[src/rtl/dldd_pkg.sv]
// shared types, codes and sizes of the decimal list parser with dedup
package dldd_pkg;

	localparam int SET_DEPTH = 64;
	localparam int IDX_W = (SET_DEPTH > 1) ? $clog2(SET_DEPTH) : 1;
	localparam int CNT_W = $clog2(SET_DEPTH + 1);
	localparam int VAL_W = 32;

	// item opcodes
	localparam logic [1:0] OP_CHAR  = 2'd0;
	localparam logic [1:0] OP_END   = 2'd1;
	localparam logic [1:0] OP_CLEAR = 2'd2;

	// result kinds
	localparam logic [1:0] KIND_APPEND = 2'd0;
	localparam logic [1:0] KIND_DUP    = 2'd1;
	localparam logic [1:0] KIND_FULL   = 2'd2;
	localparam logic [1:0] KIND_DONE   = 2'd3;

	localparam logic [7:0] CH_ZERO = 8'h30;
	localparam logic [7:0] CH_NINE = 8'h39;
	localparam logic [VAL_W-1:0] VAL_MAX = '1;

	typedef struct packed {
		logic [1:0] opcode;
		logic [7:0] ch;
	} item_t;

	typedef struct packed {
		logic [1:0]       kind;
		logic [VAL_W-1:0] value;
		logic [5:0]       slot;
		logic [7:0]       dup_count;
		logic [6:0]       set_size;
		logic             last;
	} result_t;

	// lookup token walking along the cell row
	typedef struct packed {
		logic             active;
		logic             found;
		logic [IDX_W-1:0] slot;
	} probe_t;

	// store request into one cell
	typedef struct packed {
		logic             en;
		logic [IDX_W-1:0] idx;
		logic [VAL_W-1:0] data;
	} wr_t;

endpackage

[src/rtl/dldd_cell.sv]
// one set entry: holds a value and checks the passing lookup token against it
module dldd_cell (
	input  logic                       clk,
	input  logic                       arst_n,
	input  logic [dldd_pkg::IDX_W-1:0] idx,
	input  logic [dldd_pkg::CNT_W-1:0] count,
	input  logic [dldd_pkg::VAL_W-1:0] key,
	input  dldd_pkg::wr_t              wr,
	input  dldd_pkg::probe_t           probe_in,
	output dldd_pkg::probe_t           probe_out
);

	logic [dldd_pkg::VAL_W-1:0] value_q;
	logic                       hit;

	always_ff @(posedge clk) begin
		if (wr.en && (wr.idx == idx)) begin
			value_q <= wr.data;
		end
	end

	// only entries below the fill count take part
	assign hit = probe_in.active && !probe_in.found &&
		(dldd_pkg::CNT_W'(idx) < count) && (value_q == key);

	always_ff @(posedge clk or negedge arst_n) begin
		if (!arst_n) begin
			probe_out <= '0;
		end else begin
			probe_out.active <= probe_in.active;
			probe_out.found  <= probe_in.found | hit;
			probe_out.slot   <= hit ? idx : probe_in.slot;
		end
	end

endmodule

[src/rtl/decimal_list_parser_with_dedup_unit.sv]
// top level: tokenizer, control and the row of set cells
//
//  channel | signals                | direction | transaction
//  --------+------------------------+-----------+----------------------------------
//  item    | start, busy, item      | in        | start high while busy low
//  result  | strobe, result         | out       | strobe high for one cycle
//
// busy: a character byte that closes nothing, a clear, an unused opcode, or an
//   end item with nothing to look up never raises busy
// a separator that closes a number, or an end item that closes a number or ends
//   an empty string, launches a lookup token that walks the SET_DEPTH cells one
//   cell per cycle: busy stays high until the token has left the last cell
//   (for an end item also through ST_DONE, which adds the string done result)
// the next item can be taken at the first edge with busy low
// reset: arst_n clears the fill count, the per-string state and the token;
//   the stored values are not cleared, entries at or past the count are ignored
// stalls: the receiver cannot stall; each result is driven for one cycle
module decimal_list_parser_with_dedup_unit (
	input  logic              clk,
	input  logic              arst_n,
	input  logic              start,
	input  dldd_pkg::item_t   item,
	output logic              busy,
	output logic              strobe,
	output dldd_pkg::result_t result
);

	localparam logic [1:0] ST_IDLE   = 2'd0;
	localparam logic [1:0] ST_SEARCH = 2'd1;
	localparam logic [1:0] ST_DONE   = 2'd2;

	localparam int DEPTH = dldd_pkg::SET_DEPTH;
	localparam int IW    = dldd_pkg::IDX_W;
	localparam int CW    = dldd_pkg::CNT_W;
	localparam int VW    = dldd_pkg::VAL_W;

	logic [1:0]    state_q;
	logic          launch_q;
	logic          strobe_q;
	logic          end_q;
	logic          last_q;
	logic [CW-1:0] count_q;
	logic [VW-1:0] acc_q;
	logic          in_num_q;
	logic          saw_q;
	logic [7:0]    dup_q;
	logic [VW-1:0] key_q;
	dldd_pkg::result_t res_q;

	// token row: chain[0] feeds the first cell, chain[DEPTH] leaves the last
	dldd_pkg::probe_t chain [DEPTH+1];
	logic [DEPTH-1:0] act;
	dldd_pkg::wr_t    wr;

	logic          accept;
	logic          is_digit;
	logic [VW+3:0] acc_x10;
	logic [VW-1:0] acc_next;
	logic          tail_done;
	logic          full;
	logic [7:0]    dup_next;
	logic [CW-1:0] count_next;
	dldd_pkg::result_t comp_res;
	dldd_pkg::result_t done_res;

	assign accept = start && (state_q == ST_IDLE);
	assign busy   = (state_q != ST_IDLE);
	assign strobe = strobe_q;
	assign result = res_q;

	// digit step: acc * 10 + digit, saturating at all ones
	always_comb begin
		is_digit = item.ch inside {[dldd_pkg::CH_ZERO:dldd_pkg::CH_NINE]};
		acc_x10  = ({4'b0, acc_q} << 3) + ({4'b0, acc_q} << 1) +
			(VW+4)'(item.ch[3:0]);
		acc_next = (acc_x10[VW+3:VW] != 4'd0) ? dldd_pkg::VAL_MAX : acc_x10[VW-1:0];
	end

	assign chain[0].active = launch_q;
	assign chain[0].found  = 1'b0;
	assign chain[0].slot   = '0;

	genvar g;
	generate
		for (g = 0; g < DEPTH; g++) begin : g_cell
			dldd_cell u_cell (
				.clk       (clk),
				.arst_n    (arst_n),
				.idx       (IW'(g)),
				.count     (count_q),
				.key       (key_q),
				.wr        (wr),
				.probe_in  (chain[g]),
				.probe_out (chain[g+1])
			);
			assign act[g] = chain[g+1].active;
		end
	endgenerate

	// lookup outcome once the token leaves the last cell
	always_comb begin
		tail_done  = (state_q == ST_SEARCH) && chain[DEPTH].active;
		full       = (count_q >= CW'(DEPTH));
		dup_next   = dup_q;
		count_next = count_q;
		wr.en      = 1'b0;
		wr.idx     = count_q[IW-1:0];
		wr.data    = key_q;

		comp_res.value     = key_q;
		comp_res.last      = last_q;
		if (chain[DEPTH].found) begin
			dup_next       = dup_q + 8'd1;
			comp_res.kind  = dldd_pkg::KIND_DUP;
			comp_res.slot  = 6'(chain[DEPTH].slot);
		end else if (full) begin
			comp_res.kind  = dldd_pkg::KIND_FULL;
			comp_res.slot  = 6'd0;
		end else begin
			wr.en          = tail_done;
			count_next     = count_q + CW'(1);
			comp_res.kind  = dldd_pkg::KIND_APPEND;
			comp_res.slot  = 6'(count_q);
		end
		comp_res.dup_count = dup_next;
		comp_res.set_size  = 7'(count_next);

		done_res.kind      = dldd_pkg::KIND_DONE;
		done_res.value     = '0;
		done_res.slot      = 6'd0;
		done_res.dup_count = dup_q;
		done_res.set_size  = 7'(count_q);
		done_res.last      = 1'b1;
	end

	// control and per-string state
	always_ff @(posedge clk or negedge arst_n) begin
		if (!arst_n) begin
			state_q  <= ST_IDLE;
			launch_q <= 1'b0;
			strobe_q <= 1'b0;
			end_q    <= 1'b0;
			count_q  <= '0;
			acc_q    <= '0;
			in_num_q <= 1'b0;
			saw_q    <= 1'b0;
			dup_q    <= '0;
		end else begin
			launch_q <= 1'b0;
			strobe_q <= 1'b0;
			case (state_q)
				ST_IDLE: begin
					if (accept) begin
						case (item.opcode)
							dldd_pkg::OP_CHAR: begin
								saw_q <= 1'b1;
								if (is_digit) begin
									acc_q    <= acc_next;
									in_num_q <= 1'b1;
								end else if (in_num_q) begin
									// separator closes the open number
									end_q    <= 1'b0;
									launch_q <= 1'b1;
									state_q  <= ST_SEARCH;
									acc_q    <= '0;
									in_num_q <= 1'b0;
								end
							end
							dldd_pkg::OP_END: begin
								acc_q    <= '0;
								in_num_q <= 1'b0;
								if (in_num_q || !saw_q) begin
									// open number, or empty string inserting zero
									end_q    <= 1'b1;
									launch_q <= 1'b1;
									state_q  <= ST_SEARCH;
								end else begin
									strobe_q <= 1'b1;
									saw_q    <= 1'b0;
									dup_q    <= '0;
								end
							end
							dldd_pkg::OP_CLEAR: begin
								count_q <= '0;
							end
							default: begin
							end
						endcase
					end
				end
				ST_SEARCH: begin
					if (tail_done) begin
						strobe_q <= 1'b1;
						dup_q    <= dup_next;
						count_q  <= count_next;
						state_q  <= end_q ? ST_DONE : ST_IDLE;
					end
				end
				ST_DONE: begin
					strobe_q <= 1'b1;
					saw_q    <= 1'b0;
					dup_q    <= '0;
					state_q  <= ST_IDLE;
				end
				default: begin
					state_q <= ST_IDLE;
				end
			endcase
		end
	end

	// payload registers
	always_ff @(posedge clk) begin
		if (accept) begin
			key_q  <= (item.opcode == dldd_pkg::OP_END && !in_num_q) ? '0 : acc_q;
			last_q <= (item.opcode == dldd_pkg::OP_CHAR);
		end
		if (state_q == ST_IDLE && accept && item.opcode == dldd_pkg::OP_END) begin
			res_q <= done_res;
		end else if (tail_done) begin
			res_q <= comp_res;
		end else if (state_q == ST_DONE) begin
			res_q <= done_res;
		end
	end

	// at most one token in the row at a time
	a_one_token: assert property (@(posedge clk) disable iff (!arst_n)
		$onehot0({act, launch_q}))
		else $error("more than one lookup token in the cell row");

	a_token_in_search: assert property (@(posedge clk) disable iff (!arst_n)
		(launch_q || chain[DEPTH].active) |-> (state_q == ST_SEARCH))
		else $error("lookup token outside a search");

	a_count_bound: assert property (@(posedge clk) disable iff (!arst_n)
		count_q <= CW'(DEPTH))
		else $error("fill count past set depth");

	a_done_last: assert property (@(posedge clk) disable iff (!arst_n)
		(strobe_q && res_q.kind == dldd_pkg::KIND_DONE) |-> res_q.last)
		else $error("string done result without last");

	a_search_then_result: assert property (@(posedge clk) disable iff (!arst_n)
		tail_done |=> strobe_q)
		else $error("finished lookup gave no result");

endmodule

[config.mk]
export PLATFORM = sky130hd
export DESIGN_NAME = decimal_list_parser_with_dedup_unit
export DESIGN_NICKNAME = d
export VERILOG_FILES = /design/src/rtl/dldd_pkg.sv /design/src/rtl/dldd_cell.sv /design/src/rtl/decimal_list_parser_with_dedup_unit.sv
export SDC_FILE = /design/constraint.sdc
export NUM_CORES = 2
export LEC_CHECK = 0
export BUFFER_PORTS_ARGS = -buffer_cell sky130_fd_sc_hd__buf_2
export CAP_MARGIN = 15
export CORE_AREA = 2 2 347 521
export DETAILED_ROUTE_END_ITERATION = 16
export DIE_AREA = 0 0 349 523
export PLACE_DENSITY = 0.77
export REMOVE_ABC_BUFFERS = 1
export SYNTH_ARGS = -nofsm -noshare
export SYNTH_HDL_FRONTEND = slang
export SYNTH_SLANG_ARGS = --single-unit
[constraint.sdc]
create_clock -name clk -period 5.3 [get_ports clk]
set_clock_uncertainty 0.15 [all_clocks]
set_input_delay 0.265 -clock clk [delete_from_list [all_inputs] [get_ports clk]]
set_output_delay 0.265 -clock clk [all_outputs]
set_load 0.01 [all_outputs]
==> results.py <==
metrics = {
    "clock_network": {
        "cts_tree": "yes",
        "ctsLongestPathBuffers": 4,
        "postCtsSetupBuffers": 0,
        "cts_sinks": 2640,
        "cts_made_buffers": 234,
        "cts_max_level": 4,
        "cts.clk_slew.worst_paths_ns": 0.07,
        "clk_latency_ns": 0.89,
        "cts-root-buf": "clkbuf_16",
    },
    "synthesis": {
        "synth_seq_cells": 2640,
        "synth_edf_count": 2096,
        "syn-cell-area_mm2": 0.108,
        "yosys.cell_types.count": 70,
        "ys_async_sr_fraction_pct": 19.1,
        "avgSynthCellArea_um2": 15.4,
        "synth_cells": 7004,
        "yosysSeqAreaShare_pct": 70.6,
        "yosysWarnings": 0,
        "synth_ff_type": "edfxtp_1",
    },
    "critical_path": {
        "crit_path_start_kind": "flop",
        "reg2reg_from": "acc_q[0]",
        "worstSetupPathType": "flop to flop",
        "path_max_fanout": 15,
        "rr_worst_depth": 12,
        "endpoint_kind": "flop",
        "regToRegEndpoint": "acc_q[21]",
        "rrSetupSlack_ns": 0.91,
        "worstPathArrival_ns": 4.99,
        "startpoint": "acc_q[0]",
        "required_ns": 5.91,
        "crit_end": "acc_q[21]",
    },
    "timing": {
        "max_clock_freq_mhz": 228,
        "relSlewSlack_pct": 19.9,
        "worst_slack_ns": 0.914,
        "rsz0062_at_grt": "no",
        "finalHoldWorstSlack_ns": -0.0440,
        "fin_crit_ns": 4.39,
        "setup_viol_count_final": 0,
        "slew_viol_final": 0,
        "fin_crit_sh_pct": 82.7,
        "worst_slew_pin_slew_ns": 1.19,
        "finalHoldViolations": 25,
    },
    "global_route": {
        "grtUsageTotal_pct": 29.7,
        "grt_overflow": 0,
        "grt_max_degree": 147,
        "grt_pass1_wl_mm": 397,
        "antenna_found_initial": 14,
        "grt_pass1_vias": 60600,
    },
    "route": {
        "drtAntennaViolNets": 0,
        "drc_errors": 0,
        "firstDrtPassIters": 6,
        "via_count": 60200,
        "wl_mm": 271,
        "vias_per_cell": 6.10,
        "wl_per_cell_um": 27.5,
        "drt-initial-drc-count": 7077,
    },
    "worst_hold_path": {
        "min_path_type": "primary input to async pin",
    },
    "final_layout": {
        "final_common_cell": "edfxtp_1",
        "drive_above_1_share_pct": 13.9,
        "stdcell_area_mm2": 0.122,
        "fin_nets": 7443,
        "layout_common_cells": "edfxtp_1 (2096), xnor2_1 (1322), xor2_1 (736), dfrtp_1 (503), nand4_1 (346)",
        "area_growth_pct": 12.6,
        "utilization_pct": 68.4,
    },
    "floorplan": {
        "dieWidth_um": 349,
        "ios": 71,
        "core_area_mm2": 0.178,
        "fp.dieArea_mm2": 0.183,
        "die_y_um": 523,
        "initial_core_util_pct": 60.7,
        "rows": 190,
    },
    "job": {
        "maxCapViolCount": 0,
    },
    "run_status": {
        "status": "finished with violations",
        "violations": "negative hold slack",
    },
    "placement": {
        "io_buffer_count": 70,
        "dp_slack_ns": 0.916,
        "place_congestion": 0.891,
        "dpl.hpwl_mm": 167,
        "place_area_mm2": 0.114,
    },
    "pwr": {
        "p_per_area_mw_per_mm2": 326,
        "vdd_drop_max_uv": 293,
        "power.total_mw": 39.7,
        "p_leak_nw": 43.1,
    },
}
worst max-delay path, stage by stage, from the launching register on:
cell	delay (ns)
dfrtp_1	0.43
fa_1	0.55
inv_1	0.07
fa_1	0.46
nand2b_1	0.18
a21o_1	0.21
a211oi_1	0.51
o2111a_1	0.33
nor2_1	0.06
a211o_1	0.50
buf_4	0.32
a211o_1	0.32
a22o_1	0.17
Yosys cell counts, types with 69 or more instances:
master,count,area [um^2]
a21oi_1,74,370
buf_1,88,330
buf_2,105,526
clkbuf_1,96,360
dfrtp_1,503,12600
edfxtp_1,2096,62900
ha_1,69,863
nand2_1,171,642
nand2b_1,86,538
nand4_1,346,2160
nor2_1,115,432
nor2b_1,134,838
nor4_1,254,1590
o21ai_0,73,365
or2_2,181,1130
xnor2_1,1322,11600
xor2_1,736,6450
worst min-delay path by stage:
stage	slack (ns)	endpoint	start
final	-0.04	dup_q[2]	arst_n
after global routing	0.006	dup_q[2]	arst_n
after CTS	0.002	g_cell[58].u_cell.probe_out[3]	arst_n
after detailed placement	0.20	g_cell[20].u_cell.probe_out[7]	g_cell[19].u_cell.probe_out[7]
after global placement	0.20	g_cell[17].u_cell.probe_out[7]	g_cell[16].u_cell.probe_out[7]
after floorplan	-0.18	acc_q[0]	arst_n
what timing repair did:
action / CTS / global route
gates resized for setup: 0 / 0
hold endpoints to repair: 158 / 0
hold buffers: 12 / 0
area by class of cell:
cell class | instances | area (um^2)
Antenna cell | 2 | 5.00
Clock buffer | 330 | 6900
Clock inverter | 105 | 1090
Fill cell | 11400 | 56300
Inverter | 43 | 161
Multi-Input combinational cell | 4030 | 30500
Sequential cell | 2640 | 76300
Tap cell | 2304 | 2880
Timing Repair Buffer | 410 | 3810
where the power goes:
group	total, mW	switching (mW)	internal (mW)
sequential	22.1	0.000783	22.1
combinational	0.119	0.0966	0.0221
clock	17.5	7.46	10.1
state kept, by name, summed over array words and instances, names as in the netlist, 2 cells and up:
| signal | flops |
|---|---|
| dup_q | 8 |
| result | 56 |
| count_q | 7 |
| key_q | 32 |
| g_cell.u_cell.probe_out | 449 |
| g_cell.u_cell.value_q | 2048 |
| acc_q | 32 |
| state_q | 2 |
kinds of logic after synthesis:
logic type	share of synthesized area, %
XOR/XNOR	16.7
flip-flops	70.6
AND/OR/NAND/NOR	8.27
buffers and inverters	1.30
adder cells (fa/ha/maj)	0.836
AO/OA/AOI/OAI	2.20
multiplexers	0.0810
metal layers:
metal	wire length [um]	share of wire, %	vias to the layer above	track usage [%]
met2	135000	50	2796	50.1
met5	80	0.030	-	0
met3	21300	7.9	609	4.10
met1	102000	38	30800	39.0
li1	-	-	25900	-
met4	12200	4.5	12	12.4
metrics by stage:
stage / instances / TNS (ns)
4_1_cts: 9856 / 0
3_5_place_dp: 9409 / 0
6_report: 9864 / 0
5_1_grt: 9863 / 0
3_3_place_gp: 9407 / 0
2_1_floorplan: 6713 / -0.387
Power figures use the tool's default switching activity.
